## config.mk

```make
export PLATFORM = sky130hd
export DESIGN_NAME = cae_ctrl
export DESIGN_NICKNAME = d
export VERILOG_FILES = /design/src/rtl/complementary_attitude_estimator_unit_macros.svh /design/src/rtl/cae_pkg.sv /design/src/rtl/cae_ctrl.sv
export SDC_FILE = /design/constraint.sdc
export NUM_CORES = 1
export LEC_CHECK = 0
export ABC_AREA = 0
export ABC_CLOCK_PERIOD_IN_PS = 2300
export BUFFER_PORTS_ARGS = -buffer_cell sky130_fd_sc_hd__buf_2
export CAP_MARGIN = 20
export CORE_AREA = 2 2 60 62
export DETAILED_ROUTE_END_ITERATION = 10
export DIE_AREA = 0 0 62 64
export PLACE_DENSITY = 0.75
export SYNTH_ARGS = -nofsm -noshare
export SYNTH_HDL_FRONTEND = slang
export SYNTH_SLANG_ARGS = --single-unit
```

## constraint.sdc

```tcl
create_clock -name clock -period 2.3 [get_ports clock]
set_clock_uncertainty 0.15 [all_clocks]
set_input_delay 0.23 -clock clock [delete_from_list [all_inputs] [get_ports clock]]
set_output_delay 0.23 -clock clock [all_outputs]
set_load 0.02 [all_outputs]
```

## src/rtl/complementary_attitude_estimator_unit_macros.svh

```systemverilog
// Assertion macros for the attitude estimator
`ifndef COMPLEMENTARY_ATTITUDE_ESTIMATOR_UNIT_MACROS_SVH
`define COMPLEMENTARY_ATTITUDE_ESTIMATOR_UNIT_MACROS_SVH

`ifndef SYNTHESIS
`define CAE_ASSERT_IMPLY(label, clk, rst, ante, cons) \
   label: assert property (@(posedge clk) disable iff (rst) (ante) |-> (cons)) \
      else $error("assertion failed");
`define CAE_ASSERT_NEXT(label, clk, rst, ante, cons) \
   label: assert property (@(posedge clk) disable iff (rst) (ante) |=> (cons)) \
      else $error("assertion failed");
`else
`define CAE_ASSERT_IMPLY(label, clk, rst, ante, cons)
`define CAE_ASSERT_NEXT(label, clk, rst, ante, cons)
`endif

`endif

```

## src/rtl/cae_pkg.sv

```systemverilog
package cae_pkg;

   localparam int ITER_W = 5;
   localparam int CW = 56;
   localparam int ZW = 34;
   localparam int RUN1_LEN = 32;

   localparam logic signed [ZW-1:0] DEG90 = 34'sd5898240;
   localparam logic signed [ZW-1:0] DEG180 = 34'sd11796480;
   localparam logic signed [ZW-1:0] DEG360 = 34'sd23592960;
   localparam logic [24:0] HEADING_MAX = 25'd23592959;
   localparam logic signed [CW-1:0] KINV_Q30 = 56'sd652032874;

   localparam logic [30:0] DIV_RECIP = 31'd1125899906;
   localparam logic [13:0] DIV_BASE = 14'd15625;
   localparam logic signed [39:0] DIV_HALF = 40'sd7812;
   localparam logic signed [39:0] DIV_BIAS = 40'sd15624;
   localparam logic [ITER_W-1:0] DIV_MUL_STEP = 5'd0;
   localparam logic [ITER_W-1:0] DIV_SUM_STEP = 5'd1;
   localparam logic [ITER_W-1:0] DIV_FIX_STEP = 5'd2;

   localparam logic [1:0] CSR_GYRO_WEIGHT = 2'd0;
   localparam logic [1:0] CSR_ACCEL_WEIGHT = 2'd1;
   localparam logic [1:0] CSR_YAW_PULL_GAIN = 2'd2;

   typedef struct packed {
      logic [15:0] accel_x;
      logic [15:0] accel_y;
      logic [15:0] accel_z;
      logic [15:0] rate_x;
      logic [15:0] rate_y;
      logic [15:0] rate_z;
      logic [15:0] field_x;
      logic [15:0] field_y;
      logic [15:0] field_z;
      logic [15:0] step_us;
   } req_payload_type;

   typedef struct packed {
      logic [31:0] roll_deg;
      logic [31:0] pitch_deg;
      logic [31:0] yaw_deg;
      logic [24:0] heading_deg;
   } rsp_payload_type;

   typedef struct packed {
      logic load_item;
      logic prep;
      logic init_first;
      logic step_first;
      logic init_pitch;
      logic cordic_step;
      logic blend;
      logic reduce_q;
      logic reduce_load;
      logic save_trig;
      logic sel;
      logic mul_a;
      logic mul_b;
      logic init_head;
      logic head;
      logic pull;
      logic yaw_upd;
      logic out_load;
      logic [ITER_W-1:0] iter;
   } cmd_type;

   function automatic logic [21:0] atan_entry(input logic [ITER_W-1:0] idx);
      case (idx)
         5'd0: return 22'd2949120;
         5'd1: return 22'd1740967;
         5'd2: return 22'd919879;
         5'd3: return 22'd466945;
         5'd4: return 22'd234379;
         5'd5: return 22'd117304;
         5'd6: return 22'd58666;
         5'd7: return 22'd29335;
         5'd8: return 22'd14668;
         5'd9: return 22'd7334;
         5'd10: return 22'd3667;
         5'd11: return 22'd1833;
         5'd12: return 22'd917;
         5'd13: return 22'd458;
         5'd14: return 22'd229;
         5'd15: return 22'd115;
         5'd16: return 22'd57;
         5'd17: return 22'd29;
         5'd18: return 22'd14;
         5'd19: return 22'd7;
         5'd20: return 22'd4;
         5'd21: return 22'd2;
         5'd22: return 22'd1;
         default: return 22'd0;
      endcase
   endfunction

   function automatic logic signed [31:0] sat32(input logic signed [63:0] v);
      if (v > 64'sd2147483647) return 32'sh7FFFFFFF;
      if (v < -64'sd2147483648) return 32'sh80000000;
      return 32'(v);
   endfunction

endpackage

```

## src/rtl/cae_ctrl.sv

```systemverilog
module cae_ctrl #(
   parameter int CORDIC_STEPS = 16
) (
   input  logic clock,
   input  logic reset,
   input  logic req_valid,
   output logic req_ready,
   output logic rsp_valid,
   input  logic rsp_ready,
   output cae_pkg::cmd_type cmd
);

   typedef enum logic [18:0] {
      S_IDLE  = 19'h00001,
      S_PREP  = 19'h00002,
      S_INIT  = 19'h00004,
      S_RUN1  = 19'h00008,
      S_PINIT = 19'h00010,
      S_PRUN  = 19'h00020,
      S_BLEND = 19'h00040,
      S_RED1  = 19'h00080,
      S_RED2  = 19'h00100,
      S_ROT   = 19'h00200,
      S_SAVE  = 19'h00400,
      S_MULA  = 19'h00800,
      S_MULB  = 19'h01000,
      S_HINIT = 19'h02000,
      S_HRUN  = 19'h04000,
      S_HEAD  = 19'h08000,
      S_PULL  = 19'h10000,
      S_YAW   = 19'h20000,
      S_OUT   = 19'h40000
   } state_type;

   state_type state_ff, state_in;
   logic [cae_pkg::ITER_W-1:0] iter_ff, iter_in;
   logic sel_ff, sel_in;
   logic rsp_valid_ff, rsp_valid_in;
   logic cordic_last, run1_last, out_load;

   assign cordic_last = (iter_ff == cae_pkg::ITER_W'(CORDIC_STEPS - 1));
   assign run1_last = (iter_ff == cae_pkg::ITER_W'(cae_pkg::RUN1_LEN - 1));
   assign out_load = (state_ff == S_OUT) && (!rsp_valid_ff || rsp_ready);
   assign req_ready = (state_ff == S_IDLE);
   assign rsp_valid = rsp_valid_ff;

   always_comb begin
      state_in = state_ff;
      iter_in = '0;
      sel_in = sel_ff;
      case (state_ff)
         S_IDLE: begin
            if (req_valid) state_in = S_PREP;
         end
         S_PREP: state_in = S_INIT;
         S_INIT: state_in = S_RUN1;
         S_RUN1: begin
            iter_in = iter_ff + 1'b1;
            if (run1_last) state_in = S_PINIT;
         end
         S_PINIT: state_in = S_PRUN;
         S_PRUN: begin
            iter_in = iter_ff + 1'b1;
            if (cordic_last) state_in = S_BLEND;
         end
         S_BLEND: begin
            sel_in = 1'b0;
            state_in = S_RED1;
         end
         S_RED1: state_in = S_RED2;
         S_RED2: state_in = S_ROT;
         S_ROT: begin
            iter_in = iter_ff + 1'b1;
            if (cordic_last) state_in = S_SAVE;
         end
         S_SAVE: begin
            if (!sel_ff) begin
               sel_in = 1'b1;
               state_in = S_RED1;
            end else begin
               state_in = S_MULA;
            end
         end
         S_MULA: state_in = S_MULB;
         S_MULB: state_in = S_HINIT;
         S_HINIT: state_in = S_HRUN;
         S_HRUN: begin
            iter_in = iter_ff + 1'b1;
            if (cordic_last) state_in = S_HEAD;
         end
         S_HEAD: state_in = S_PULL;
         S_PULL: state_in = S_YAW;
         S_YAW: state_in = S_OUT;
         S_OUT: begin
            if (out_load) state_in = S_IDLE;
         end
         default: state_in = S_IDLE;
      endcase
   end

   always_comb begin
      rsp_valid_in = rsp_valid_ff;
      if (out_load) rsp_valid_in = 1'b1;
      else if (rsp_ready) rsp_valid_in = 1'b0;
   end

   always_comb begin
      cmd = '0;
      cmd.load_item = (state_ff == S_IDLE) && req_valid;
      cmd.prep = (state_ff == S_PREP);
      cmd.init_first = (state_ff == S_INIT);
      cmd.step_first = (state_ff == S_RUN1);
      cmd.init_pitch = (state_ff == S_PINIT);
      cmd.cordic_step = (state_ff == S_RUN1) || (state_ff == S_PRUN) ||
                        (state_ff == S_ROT) || (state_ff == S_HRUN);
      cmd.blend = (state_ff == S_BLEND);
      cmd.reduce_q = (state_ff == S_RED1);
      cmd.reduce_load = (state_ff == S_RED2);
      cmd.save_trig = (state_ff == S_SAVE);
      cmd.sel = sel_ff;
      cmd.mul_a = (state_ff == S_MULA);
      cmd.mul_b = (state_ff == S_MULB);
      cmd.init_head = (state_ff == S_HINIT);
      cmd.head = (state_ff == S_HEAD);
      cmd.pull = (state_ff == S_PULL);
      cmd.yaw_upd = (state_ff == S_YAW);
      cmd.out_load = out_load;
      cmd.iter = iter_ff;
   end

   always_ff @(posedge clock) begin
      if (reset) begin
         state_ff <= S_IDLE;
         iter_ff <= '0;
         sel_ff <= 1'b0;
         rsp_valid_ff <= 1'b0;
      end else begin
         state_ff <= state_in;
         iter_ff <= iter_in;
         sel_ff <= sel_in;
         rsp_valid_ff <= rsp_valid_in;
      end
   end

endmodule

```

### Yosys cells after proc, flatten, opt, wreduce, memory -nomap -nowiden

Cells that the tools add are included.

* bits in registers: 26
* bits of input ports: 4
* word-level logic and storage cells: 56

* $add $sub $neg: 1
* equal/unequal tests: 27
* mux-type cells: 11
* bitwise logic cells: 1
* reduce and logical (&&, ||, !) cells: 12

Operators with widths (count)
* one-hot mux 19 bit (19 select lines): 1
* 2-to-1 mux 19 bit: 6
* equality test 19 x 1 -> 1 bit (second input constant): 1
* equality test 19 x 10 -> 1 bit (second input constant): 1
* equality test 19 x 11 -> 1 bit (second input constant): 1
* equality test 19 x 12 -> 1 bit (second input constant): 1
* equality test 19 x 13 -> 1 bit (second input constant): 1
* equality test 19 x 14 -> 1 bit (second input constant): 1
* equality test 19 x 15 -> 1 bit (second input constant): 1
* equality test 19 x 16 -> 1 bit (second input constant): 1
* equality test 19 x 17 -> 1 bit (second input constant): 1
* equality test 19 x 18 -> 1 bit (second input constant): 1
* equality test 19 bit (second input constant): 1
* equality test 19 x 2 -> 1 bit (second input constant): 1
* equality test 19 x 3 -> 1 bit (second input constant): 1
* equality test 19 x 4 -> 1 bit (second input constant): 1
* equality test 19 x 5 -> 1 bit (second input constant): 1
* equality test 19 x 6 -> 1 bit (second input constant): 1
* equality test 19 x 7 -> 1 bit (second input constant): 1
* equality test 19 x 8 -> 1 bit (second input constant): 1
* equality test 19 x 9 -> 1 bit (second input constant): 1
* 2-to-1 mux 12 bit: 1
* inequality test 2 bit (second input constant): 5
* AND reduction 6 bit: 1
* 13 further kinds: 19

### Logic depth before layout (Yosys ltp)

* depth after elaboration: 5
* gate-level depth with buffers: 8
* gate-level depth less buffers: 8

### Worst setup path after synthesis

Ideal clock, no wire load.

* kind: register to register
* start point: register state_ff[8]
* end point: register state_ff[17]
* setup time: 80 ps
* arrival: 2074 ps
* path slack: -4 ps
* cell stages (with the launch flop): 5
* path buffers: 0
* period minus slack after synthesis: 2304 ps
* cells stage by stage: dfxtp_1 > nor4_2 > nand4_1 > nor4b_1 > nor3b_1

RTL lines
* start, declared: line cae_ctrl.sv:35 `state_type state_ff, state_in;`
* start signal, assigned: line cae_ctrl.sv:138 `state_ff <= state_in;`

==> impl_metrics.env <==
export IMPL_finalCriticalPeriod_ns=2.41
export IMPL_routed_wl_mm=3.57
export IMPL_grt_pass1_wl_mm=5.64
export IMPL_avgSynthCellArea_um2=9.45
export IMPL_crit_fanout=4
export IMPL_yosys_warnings=0
export IMPL_grt_max_degree=17
export IMPL_antenna_found_initial=0
export IMPL_max_vdd_ir_drop_uv=214
export IMPL_htree_levels=1
export IMPL_fin_cells=253
export IMPL_clock_latency_ns=0.31
export IMPL_synth_area_leaders="dfxtp_1 (36%), nor2_1 (4.4%), nor2_2 (4.3%), nor4b_2 (3.1%), nor4_4 (2.9%)"
export IMPL_rsz0062_at_grt="yes"
export IMPL_path_class="reg -> out"
export IMPL_ctsHoldBuffers=0
export IMPL_clk_path_buf_depth=2
export IMPL_grt_usage_pct=18.7
export IMPL_viasPerCell=5.25
export IMPL_ios=29
export IMPL_finalHoldViolCount=0
export IMPL_clkPwrFrac_pct=20.1
export IMPL_yosysTopAreaCellShare_pct=36.0
export IMPL_drt_iter0_drc=43
export IMPL_cts_sinks=26
export IMPL_synth_top_area_cell="dfxtp_1"
export IMPL_dieArea_um2=3970
export IMPL_io_buffers=28
export IMPL_dp_cells=229
export IMPL_layout_drive_gt1_share_pct=53.1
export IMPL_ys_ff_latch=26
export IMPL_synth_cells=153
export IMPL_nets=216
export IMPL_dp_hpwl_mm=2.45
export IMPL_setup_violations=13
export IMPL_fmax_mhz=416
export IMPL_dr_pass1_iters=4
export IMPL_share_comb_of_total_power_pct=29.6
export IMPL_async_flop_share_pct=0
export IMPL_slowest_delay_ns=0.38
export IMPL_sw_frac_of_total_pct=31.1
export IMPL_seq_area_frac_synth_pct=36.0
export IMPL_core_area_um2=3280
export IMPL_worst_slew_pin_slew_ns=0.507
export IMPL_rows=21
export IMPL_remaining_drc_errors=0
export IMPL_p_int_uw=643
export IMPL_syn_to_final_growth_pct=40.5
export IMPL_grt_overflow=0
export IMPL_ant_nets=0
export IMPL_num_vias=1329
export IMPL_routabilityCongestion=0.807
export IMPL_setup_slack_ns=-0.106
export IMPL_antenna_cells=0
export IMPL_cts_tree="built"
export IMPL_power_per_cell_area_nw_per_um2=460
export IMPL_cts_root_buf="clkbuf_4"
export IMPL_yosysUniqueCellTypes=49
export IMPL_cts_buffers=3
export IMPL_switchingPower_uw=291
export IMPL_wl_per_cell_um=14.1
export IMPL_start_util_pct=44.0
export IMPL_syn_area_um2=1450
export IMPL_status="complete, but fails checks"
export IMPL_period_share_pct=105
export IMPL_path_delay_family="simple AND/OR/NAND/NOR gates"
export IMPL_synth_nets=160
export IMPL_pwr_share_seq_pct=50.3
export IMPL_dieHeight_um=64
export IMPL_setup_tns_ns=-0.377
export IMPL_critPathRequiredTime_ns=1.92
export IMPL_num_fill_cells=270
export IMPL_synth_edff_count=0
export IMPL_synth_most_common_cell="dfxtp_1"
export IMPL_crit_buf_inv=3
export IMPL_die_w_um=62
export IMPL_crit_slowest_cell="dfxtp_4"
export IMPL_p_leak_nw=0.854
export IMPL_hp_class="in -> reg"
export IMPL_arrival_ns=2.03
export IMPL_ys_top_cells_by_count="dfxtp_1 (26), nor2_1 (17), inv_1 (11)"
export IMPL_start_kind="flip-flop"
export IMPL_hold_ws_ns=0.0641
export IMPL_cp_cell_sequence="nor4_4 > buf_4 > nand4_1 > buf_6 > nor4b_4 > buf_4"
export IMPL_cp_common_cell="buf_4"
export IMPL_worstSetupEndpointType="output port"
export IMPL_relSlewSlack_pct=65.7
export IMPL_grt_pass1_vias=1277
export IMPL_cts_clk_slew_worst_paths_ns=0.13
export IMPL_ys_flop_type="dfxtp_1"
export IMPL_slew_violations=0
export IMPL_max_cap_violations=0
export IMPL_failed_checks="negative setup slack"
[cells in the final DEF, fill, tap and decap left out, types with 2 or more instances in the layout]
cell type and count:
buf_4 36, dfxtp_1 17, nor2_1 16, buf_2 14, inv_1 10, nor2_2 10
a21oi_1 7, nand2_1 6, dfxtp_2 5, buf_6 5, nor4_4 4, nand4_1 4
dfxtp_4 4, nor4b_4 3, nor3b_2 3, nand3_1 3, nor3_1 3, xor2_1 3
nor3b_1 3, ha_1 3, clkbuf_4 3, nor3_4 2, nor4b_2 2, nand3b_1 2
and4b_2 2, nor4b_1 2, xnor2_1 2, or2_4 2, nand2b_1 2, a21oi_2 2
[kinds of logic (layout without fill, tap and decap cells)]
logic type / Yosys count / count (layout) / synth area share (%)
simple gates: 84 / 84 / 43.5
fa+ha+maj: 3 / 3 / 2.60
flops: 26 / 26 / 36.0
buf+inv: 16 / 70 / 4.93
compound gates: 19 / 19 / 9.96
xor+xnor: 5 / 5 / 3.03
[tightest hold or removal path, stage by stage]
cell      delay, ns
buf_2          0.09
nand2b_1       0.11
a21oi_1        0.06
[power groups by stage]
| stage | clock network, mW | logic [mW] | registers [mW] |
|---|---|---|---|
| 3_3_place_gp | 0 | 0.191 | 0.484 |
| 5_1_grt | 0.215 | 0.295 | 0.472 |
| 6_report | 0.188 | 0.276 | 0.470 |
| 4_1_cts | 0.194 | 0.242 | 0.472 |
| 2_1_floorplan | 0 | 0.144 | 0.482 |
| 3_5_place_dp | 0 | 0.193 | 0.485 |
[sequential cells by signal, indices dropped and copies added (netlist names)]
signal     count
iter_ff        5
rsp_valid      1
sel_ff         1
state_ff      19
[cell type report]
class | count | area (µm²) | area share [%]
Multi-Input combinational cell | 111 | 965 | 47.5
Sequential cell | 26 | 542 | 26.7
Timing Repair Buffer | 55 | 397 | 19.5
Tap cell | 46 | 57.6 | 2.83
Inverter | 12 | 47.5 | 2.34
Clock buffer | 3 | 22.5 | 1.11
[path summary, 6_finish.rpt]
check	slack (ns)	from	cells past startpoint	end
worst min-delay path	0.06	rsp_ready	3	rsp_valid
worst min register to register	0.30	iter_ff[0]	1	iter_ff[0]
worst max register to register	-0.01	state_ff[8]	8	state_ff[7]
worst max-delay path	-0.11	state_ff[1]	6	cmd[18]
[metal layers]
layer  routed length, µm  vias up  global-route usage (%)  part of all wire (%)
met5                   0        -                       0                     0
met4                  27        0                    5.59                  0.76
met3                 101        2                    1.21                   2.8
met2                1800       30                    31.5                    50
met1                1640      638                    24.7                    46
li1                    -      659                       -                     -
[stage by stage]
step / setup slack [ns] / instance area [µm²] / power [mW] / util (%)
after floorplan: 0.0853 / 1450 / 0.626 / -
after global placement: 0.108 / 1670 / 0.675 / 50.8
after detailed placement: 0.0714 / 1670 / 0.678 / 50.8
after CTS: -0.101 / 1950 / 0.907 / 59.4
after global routing: -0.183 / 2030 / 0.982 / 61.8
final: -0.106 / 2030 / 0.934 / 61.8
[repair_timing]
action / 4_1_cts / 5_1_grt
pin swaps: 12 / 13
resized for setup: 33 / 20
endpoints found under the setup margin: 18 / 36
setup buffers: 18 / 4
No activity file was read; power rests on OpenSTA's default activity.
